<file path="config.mk">
export PLATFORM = sky130hd
export DESIGN_NAME = lambda_term_lexer_core
export DESIGN_NICKNAME = d
export VERILOG_FILES = /design/src/sv/ltl_pkg.sv /design/src/sv/lambda_term_lexer_core.sv
export SDC_FILE = /design/constraint.sdc
export NUM_CORES = 1
export LEC_CHECK = 0
export BUFFER_PORTS_ARGS = -buffer_cell sky130_fd_sc_hd__clkbuf_2
export CAP_MARGIN = 15
export CELL_PAD_IN_SITES_DETAIL_PLACEMENT = 0
export CELL_PAD_IN_SITES_GLOBAL_PLACEMENT = 2
export CORE_ASPECT_RATIO = 1.75
export CORE_UTILIZATION = 25
export DETAILED_ROUTE_END_ITERATION = 8
export GPL_TIMING_DRIVEN = 0
export PLACE_DENSITY = 0.56
export SETUP_SLACK_MARGIN = 0.5
export SYNTH_ARGS = -nofsm -noshare
export SYNTH_HDL_FRONTEND = slang
export SYNTH_SLANG_ARGS = --single-unit
</file>
<file path="constraint.sdc">
create_clock -name clk -period 7.6 [get_ports clk]
set_input_delay 1.14 -clock clk [delete_from_list [all_inputs] [get_ports clk]]
set_output_delay 1.14 -clock clk [all_outputs]
set_load 0.05 [all_outputs]
</file>
<file path="src/sv/ltl_pkg.sv">
// ----------------------------------------------------------------------------
// Lambda term lexer package
// Shared types and constants for the lambda term lexer: the transaction
// structs of both channels, token and mode codes, and character codes.
// ----------------------------------------------------------------------------
package ltl_pkg;

    localparam longint MAX_SOURCE_BYTES = 65536;

    localparam int POS_W   = $clog2(MAX_SOURCE_BYTES + 1);
    localparam int START_W = 16;
    localparam int LEN_W   = 17;

    localparam longint START_CAP_VAL =
        (MAX_SOURCE_BYTES - 1 > 65535) ? 65535 : MAX_SOURCE_BYTES - 1;
    localparam longint LEN_CAP_VAL =
        (MAX_SOURCE_BYTES > 65536) ? 65536 : MAX_SOURCE_BYTES;

    localparam int MAX_RESULTS = 3;
    localparam int FIFO_DEPTH  = 4;
    localparam int PTR_W       = $clog2(FIFO_DEPTH);
    localparam int CNT_W       = $clog2(FIFO_DEPTH + 1);
    localparam int SLOT_W      = $clog2(MAX_RESULTS + 1);

    localparam logic [7:0] CH_SPACE  = 8'h20;
    localparam logic [7:0] CH_TAB    = 8'h09;
    localparam logic [7:0] CH_CR     = 8'h0D;
    localparam logic [7:0] CH_LF     = 8'h0A;
    localparam logic [7:0] CH_LPAREN = 8'h28;
    localparam logic [7:0] CH_RPAREN = 8'h29;
    localparam logic [7:0] CH_BSLASH = 8'h5C;
    localparam logic [7:0] CH_DOT    = 8'h2E;
    localparam logic [7:0] CH_USCORE = 8'h5F;

    typedef enum logic [1:0] {
        MODE_IDLE = 2'd0,
        MODE_WS   = 2'd1,
        MODE_NAME = 2'd2,
        MODE_FAIL = 2'd3
    } lex_mode_t;

    typedef enum logic [3:0] {
        TK_OPEN   = 4'd0,
        TK_CLOSE  = 4'd1,
        TK_LSTART = 4'd2,
        TK_LEND   = 4'd3,
        TK_NL     = 4'd4,
        TK_WS     = 4'd5,
        TK_NAME   = 4'd6,
        TK_END    = 4'd7,
        TK_ERROR  = 4'd8
    } token_kind_t;

    typedef struct packed {
        logic [7:0] byte_value;
        logic       final_byte;
    } lex_in_t;

    typedef struct packed {
        token_kind_t        token_kind;
        logic [START_W-1:0] start_pos;
        logic [LEN_W-1:0]   token_length;
        logic               last_of_source;
    } lex_out_t;

endpackage

</file>
<file path="src/sv/lambda_term_lexer_core.sv">
// ----------------------------------------------------------------------------
// Lambda term lexer core: one source byte in per cycle while src_stall is low,
// tokens out of a queue; a token is registered into the queue when its byte is
// accepted and reaches the output behind any tokens queued before it. A byte that
// yields two or three tokens sends them in turn on the single output port (four-entry queue).
// Reset: asynchronous; clears the mode, position, open run and the queue.
// ----------------------------------------------------------------------------
module lambda_term_lexer_core
    import ltl_pkg::*;
(
    input  logic     clk,
    input  logic     rst_n,
    input  logic     src_valid,
    output logic     src_stall,
    input  lex_in_t  src_data,
    output logic     tok_valid,
    input  logic     tok_stall,
    output lex_out_t tok_data
);

    localparam logic [POS_W-1:0]   POS_MAX   = POS_W'(MAX_SOURCE_BYTES);
    localparam logic [START_W-1:0] START_CAP = START_W'(START_CAP_VAL);
    localparam logic [LEN_W-1:0]   LEN_CAP   = LEN_W'(LEN_CAP_VAL);
    localparam logic [CNT_W-1:0]   ROOM_MAX  = CNT_W'(FIFO_DEPTH - MAX_RESULTS);

    lex_mode_t          mode_reg,  mode_next;
    logic [POS_W-1:0]   pos_reg,   pos_next;
    logic [START_W-1:0] start_reg, start_next;
    logic [LEN_W-1:0]   len_reg,   len_next;

    lex_out_t           fifo_reg [FIFO_DEPTH];
    logic [PTR_W-1:0]   wr_ptr_reg, wr_ptr_next;
    logic [PTR_W-1:0]   rd_ptr_reg, rd_ptr_next;
    logic [CNT_W-1:0]   count_reg,  count_next;

    lex_out_t           slot [MAX_RESULTS];
    logic [SLOT_W-1:0]  slot_count;

    logic               accept;
    logic               pop;

    function automatic logic is_blank(input logic [7:0] c);
        return (c == CH_SPACE) || (c == CH_TAB) || (c == CH_CR);
    endfunction

    function automatic logic is_alpha(input logic [7:0] c);
        return ((c >= 8'h41) && (c <= 8'h5A)) || ((c >= 8'h61) && (c <= 8'h7A))
            || (c == CH_USCORE);
    endfunction

    function automatic logic is_ident(input logic [7:0] c);
        return is_alpha(c) || ((c >= 8'h30) && (c <= 8'h39));
    endfunction

    function automatic logic [START_W-1:0] cap_start(input logic [POS_W-1:0] p);
        logic [POS_W:0] p_ext;
        p_ext = {1'b0, p};
        if (p_ext > (POS_W + 1)'(START_CAP))
            return START_CAP;
        return START_W'(p);
    endfunction

    function automatic lex_out_t make_tok(input token_kind_t kind,
                                          input logic [START_W-1:0] start,
                                          input logic [LEN_W-1:0] len,
                                          input logic last);
        lex_out_t t;
        t.token_kind     = kind;
        t.start_pos      = start;
        t.token_length   = len;
        t.last_of_source = last;
        return t;
    endfunction

    assign accept    = src_valid && !src_stall;
    assign pop       = tok_valid && !tok_stall;
    assign src_stall = (count_reg > ROOM_MAX);
    assign tok_valid = (count_reg != '0);
    assign tok_data  = fifo_reg[rd_ptr_reg];

    always_comb
    begin
        logic [7:0]       b;
        logic             fin;
        lex_mode_t        run_mode;
        logic             single;
        token_kind_t      single_kind;
        logic [POS_W-1:0] pos_inc;

        b           = src_data.byte_value;
        fin         = src_data.final_byte;
        run_mode    = mode_reg;
        single      = 1'b1;
        single_kind = TK_OPEN;
        pos_inc     = (pos_reg < POS_MAX) ? pos_reg + POS_W'(1) : pos_reg;

        mode_next   = mode_reg;
        pos_next    = pos_reg;
        start_next  = start_reg;
        len_next    = len_reg;
        slot_count  = '0;
        for (int i = 0; i < MAX_RESULTS; i++)
        begin
            slot[i] = '0;
        end

        unique case (b)
            CH_LPAREN: single_kind = TK_OPEN;
            CH_RPAREN: single_kind = TK_CLOSE;
            CH_BSLASH: single_kind = TK_LSTART;
            CH_DOT:    single_kind = TK_LEND;
            CH_LF:     single_kind = TK_NL;
            default:   single      = 1'b0;
        endcase

        if (mode_reg == MODE_FAIL)
        begin
            if (fin)
            begin
                slot[0]    = make_tok(TK_ERROR, start_reg, '0, 1'b1);
                slot_count = SLOT_W'(1);
                mode_next  = MODE_IDLE;
                pos_next   = '0;
                start_next = '0;
                len_next   = '0;
            end
        end
        else
        begin
            if (mode_reg == MODE_WS && !is_blank(b))
            begin
                slot[slot_count] = make_tok(TK_WS, start_reg, len_reg, 1'b0);
                slot_count       = slot_count + SLOT_W'(1);
                run_mode         = MODE_IDLE;
            end
            else if (mode_reg == MODE_NAME && !is_ident(b))
            begin
                slot[slot_count] = make_tok(TK_NAME, start_reg, len_reg, 1'b0);
                slot_count       = slot_count + SLOT_W'(1);
                run_mode         = MODE_IDLE;
            end
            mode_next = run_mode;

            if (run_mode == MODE_WS || run_mode == MODE_NAME)
            begin
                len_next = (len_reg < LEN_CAP) ? len_reg + LEN_W'(1) : len_reg;
            end
            else if (single)
            begin
                slot[slot_count] = make_tok(single_kind, cap_start(pos_reg),
                                            LEN_W'(1), 1'b0);
                slot_count       = slot_count + SLOT_W'(1);
            end
            else if (is_blank(b))
            begin
                mode_next  = MODE_WS;
                start_next = cap_start(pos_reg);
                len_next   = LEN_W'(1);
            end
            else if (is_alpha(b))
            begin
                mode_next  = MODE_NAME;
                start_next = cap_start(pos_reg);
                len_next   = LEN_W'(1);
            end
            else
            begin
                mode_next  = MODE_FAIL;
                start_next = cap_start(pos_reg);
                len_next   = '0;
            end

            if (mode_next == MODE_FAIL)
            begin
                slot[slot_count] = make_tok(TK_ERROR, cap_start(pos_reg), '0, fin);
                slot_count       = slot_count + SLOT_W'(1);
                if (fin)
                begin
                    mode_next  = MODE_IDLE;
                    pos_next   = '0;
                    start_next = '0;
                    len_next   = '0;
                end
                else
                begin
                    pos_next = pos_inc;
                end
            end
            else
            begin
                pos_next = pos_inc;
                if (fin)
                begin
                    if (mode_next == MODE_WS)
                    begin
                        slot[slot_count] = make_tok(TK_WS, start_next, len_next, 1'b0);
                        slot_count       = slot_count + SLOT_W'(1);
                    end
                    else if (mode_next == MODE_NAME)
                    begin
                        slot[slot_count] = make_tok(TK_NAME, start_next, len_next, 1'b0);
                        slot_count       = slot_count + SLOT_W'(1);
                    end
                    slot[slot_count] = make_tok(TK_END, cap_start(pos_inc), '0, 1'b1);
                    slot_count       = slot_count + SLOT_W'(1);
                    mode_next  = MODE_IDLE;
                    pos_next   = '0;
                    start_next = '0;
                    len_next   = '0;
                end
            end
        end
    end

    always_comb
    begin
        wr_ptr_next = wr_ptr_reg;
        rd_ptr_next = rd_ptr_reg;
        count_next  = count_reg;
        if (accept)
        begin
            wr_ptr_next = wr_ptr_reg + PTR_W'(slot_count);
            count_next  = count_next + CNT_W'(slot_count);
        end
        if (pop)
        begin
            rd_ptr_next = rd_ptr_reg + PTR_W'(1);
            count_next  = count_next - CNT_W'(1);
        end
    end

    always_ff @(posedge clk or negedge rst_n)
    begin
        if (!rst_n)
        begin
            mode_reg   <= MODE_IDLE;
            pos_reg    <= '0;
            start_reg  <= '0;
            len_reg    <= '0;
            wr_ptr_reg <= '0;
            rd_ptr_reg <= '0;
            count_reg  <= '0;
        end
        else
        begin
            if (accept)
            begin
                mode_reg  <= mode_next;
                pos_reg   <= pos_next;
                start_reg <= start_next;
                len_reg   <= len_next;
            end
            wr_ptr_reg <= wr_ptr_next;
            rd_ptr_reg <= rd_ptr_next;
            count_reg  <= count_next;
        end
    end

    always_ff @(posedge clk)
    begin
        if (accept)
        begin
            for (int i = 0; i < MAX_RESULTS; i++)
            begin
                if (SLOT_W'(i) < slot_count)
                begin
                    fifo_reg[PTR_W'(wr_ptr_reg + PTR_W'(i))] <= slot[i];
                end
            end
        end
    end

`ifndef SYNTHESIS
    a_queue_bound: assert property (@(posedge clk) disable iff (!rst_n)
        count_reg <= CNT_W'(FIFO_DEPTH))
        else $error("token queue holds more transactions than its depth");

    a_source_end_clears: assert property (@(posedge clk) disable iff (!rst_n)
        accept && src_data.final_byte |=> mode_reg == MODE_IDLE && pos_reg == '0)
        else $error("lexer state not cleared after the last byte of a source");

    a_fail_no_run: assert property (@(posedge clk) disable iff (!rst_n)
        mode_reg == MODE_FAIL |-> len_reg == '0)
        else $error("open run length kept in the failed mode");

    a_pop_moves_ptr: assert property (@(posedge clk) disable iff (!rst_n)
        pop |=> rd_ptr_reg == $past(rd_ptr_reg) + PTR_W'(1))
        else $error("read pointer did not advance after a token transaction");
`endif

endmodule
</file>
==> results.txt <==
Mapped Avg Cell Area -> 9.24 um2
area of the core region -> 57000 um2
final period utilization -> 89.4%
most instantiated cells after synthesis -> sky130_fd_sc_hd__nand2_1, sky130_fd_sc_hd__nor2_1, sky130_fd_sc_hd__edfxtp_1
area used by multi-input combinational logic -> 7920 um2
diode count -> 0
die span in x -> 184 um
peak ir drop on the vdd network -> 0.000144 V
Detailed Route WL -> 75900 um
CTS Buffer Depth -> 3
CTS tree -> yes
antenna viol nets, final -> 0
worst relative slew slack -> 17.4%
number of remaining DRC errors -> 0
iteration count of the initial detailed-routing pass -> 6
worst slew pin tran -> 1.23 ns
I/O pins -> 53
slowest cell on the critical path -> sky130_fd_sc_hd__or4_4
register area share after synthesis -> 41.9%
nets -> 1678
power per cell area -> 341 nW/um2
class of the tightest hold or removal check -> flop to flop
Largest stage delay, worst path -> 0.56 ns
clock slew seen by the registers of the worst setup and hold paths -> 0.07 ns
final weighted congestion in routability-driven placement -> 0.981
net count of the mapped netlist -> 1586
max-cap viol count -> 0
total setup violations reported at the end of the flow -> 0
Largest register FFs -> 152
remaining global-route overflow -> 0
number of endpoints with negative hold slack in the final report -> 0
ordered list of cells on the worst path -> clkbuf_2 > or4_4 > o221ai_4 > a22oi_2 > clkinv_1 > buf_2 > buf_2 > ha_1 > and3_1 > inv_1 > ha_1 > nor2_1 > o21bai_1 > inv_1 > ha_1 > clkbuf_1 > inv_1 > and3_1 > and3_1 > a22oi_1 > o22ai_1 > a2bb2oi_1 > o21ai_0
fmax -> 147 MHz
clock network latency to the later pin of the worst-skew pair -> 0.55 ns
Clock Sinks -> 211
total CTS buffers -> 23
crit-path max FO -> 10
area share of the largest cell type after synthesis -> 31.7%
share of final-layout standard cells stronger than drive strength 1 -> 14.6%
vias after detailed routing -> 14000
FILL cells -> 6090
Critical Path Start Type -> input port
global-route wire length before repair -> 108000 um
post-synthesis cell count -> 1560
initial drt markers -> 1185
DPL Wire Length -> 59600 um
data required time at the worst endpoint -> 7.88 ns
ranking of synthesized cells by area -> sky130_fd_sc_hd__edfxtp_1, sky130_fd_sc_hd__dfrtp_1, sky130_fd_sc_hd__mux4_2
Port-buffer cells -> 51
Most used DFF post-synth -> sky130_fd_sc_hd__edfxtp_1
clock root cell -> sky130_fd_sc_hd__clkbuf_16
floorplan die area -> 58700 um2
antenna violations before repair -> 2
EDFF count, synth -> 152
pin count of the biggest net entering global routing -> 32
arrival time of the worst setup path -> 7.07 ns
fin crit period -> 6.79 ns
GRT Total Usage -> 26.1%
post-synth top area cell -> sky130_fd_sc_hd__edfxtp_1
mean number of vias per cell -> 5.75
post-placement setup slack -> -0.912 ns
Initial Util -> 25.3%
tightest hold margin -> 0.551 ns
library cells used by synthesis -> 98
path type of the worst setup path -> input port to flop
flop and latch count out of synthesis -> 211
CP Capture Type -> flop
most frequent cell after synthesis -> sky130_fd_sc_hd__nand2_1
status -> finished, final reports clean
standard-cell rows -> 116
post-route total power -> 5700 uW
cell area after technology mapping -> 14400 um2
CTS H-Tree Depth -> 1
via count of the first global-routing pass -> 14100
final non-filler cell area -> 16700 um2
Avg WL per Cell -> 31.2 um
Yosys warnings -> 0
slack of the critical path -> 0.807 ns
cell leakage power -> 0.00583 uW
FF/Latch Area -> 6040 um2
ys async rst share -> 28.0%
Area growth, synth to finish -> 16.0%
total placed instance area -> 15900 um2
unrepaired setup endpoints after global routing -> false
hold buffer count at cts -> 0
clk_skew -> 0.0206 ns
max-slew violations -> 0
vertical die dimension -> 320 um
-- worst paths after layout --
check	slack, ns	to	cells past startpoint	start
worst max-delay path	0.81	fifo_reg[3][32]$_DFFE_PP_	23	src_data[1]
worst min-delay path	0.55	start_reg[8]$_DFFE_PN0P_	2	start_reg[8]$_DFFE_PN0P_
worst max register to register	1.45	fifo_reg[3][32]$_DFFE_PP_	22	mode_reg[0]$_DFFE_PN0P_
worst min register to register	0.55	start_reg[8]$_DFFE_PN0P_	2	start_reg[8]$_DFFE_PN0P_
max in group asynchronous	6.38	len_reg[10]$_DFFE_PN0P_	2	rst_n
min in group asynchronous	0.58	start_reg[7]$_DFFE_PN0P_	1	rst_n
-- layout by cell type (no fill, tap or decap), types with 37 or more instances in the layout --
master                     count
sky130_fd_sc_hd__nand2_1     223
sky130_fd_sc_hd__nor2_1      156
sky130_fd_sc_hd__edfxtp_1    152
sky130_fd_sc_hd__o21ai_0     143
sky130_fd_sc_hd__a21oi_1      87
sky130_fd_sc_hd__clkbuf_1     68
sky130_fd_sc_hd__dfrtp_1      59
sky130_fd_sc_hd__clkbuf_2     53
sky130_fd_sc_hd__o221ai_1     41
sky130_fd_sc_hd__buf_2        38
sky130_fd_sc_hd__mux4_2       38
sky130_fd_sc_hd__nand3_1      37
-- report_power, final --
| group | total (uW) | internal (uW) | switching, uW |
|---|---|---|---|
| registers | 1550 | 1460 | 91.2 |
| clock network | 1160 | 634 | 522 |
| logic | 2990 | 799 | 2190 |
-- routing by layer --
| metal | track usage, % | vias to the layer above | share of wire (%) |
|---|---|---|---|
| met1 | 28.4 | 6920 | 36 |
| met3 | 2.62 | 219 | 4.5 |
| met2 | 47.9 | 642 | 52 |
| met5 | 0 | - | 0 |
| li1 | - | 6225 | - |
| met4 | 15.8 | 0 | 6.8 |
-- repair_timing --
item,in CTS,in global routing
pin swaps,2,0
resized for setup,11,5
endpoints found under the setup margin,128,40
setup buffers,2,0
-- cell type report --
| class | instances | area share, % |
|---|---|---|
| plain buffers | 112 | 2.84 |
| clock buffers | 26 | 3.51 |
| clock inverters | 14 | 0.913 |
| inverters | 25 | 0.561 |
| multi-input cells | 1212 | 47.4 |
| flip-flops and latches | 211 | 36.1 |
| well taps | 767 | 5.74 |
| repair buffers | 67 | 2.96 |
-- cell families (layout without fill, tap and decap cells) --
family                     after synthesis  in the layout  synth area share [%]
AOI/OAI and AO/OA                      559            559                  26.7
xor gates and xnor gates                21             21                  1.28
adders and majority gates               13             13                  1.18
buffers and inverters                  137            244                  3.91
DFF                                    211            211                  41.9
muxes                                   45             45                  6.42
and+or+nand+nor                        574            574                  18.6
-- metrics by stage --
| step | TNS [ns] | utilization, % | instances |
|---|---|---|---|
| detailed placement | -58.88 | 27.9 | 2391 |
| floorplan | -35.97 | - | 1560 |
| global placement | -640.47 | 27.4 | 2378 |
| global route | 0 | 29.3 | 2434 |
| CTS | 0 | 29.2 | 2433 |
| finish | 0 | 29.3 | 2434 |
-- worst max-delay path: cells and delay by family --
kind | cells | cell delay (ns)
simple gates | 5 | 1.51
buf+inv | 8 | 2.04
fa+ha+maj | 3 | 0.78
compound gates | 7 | 1.62
Note: power is estimated with default switching activity, not from simulation.
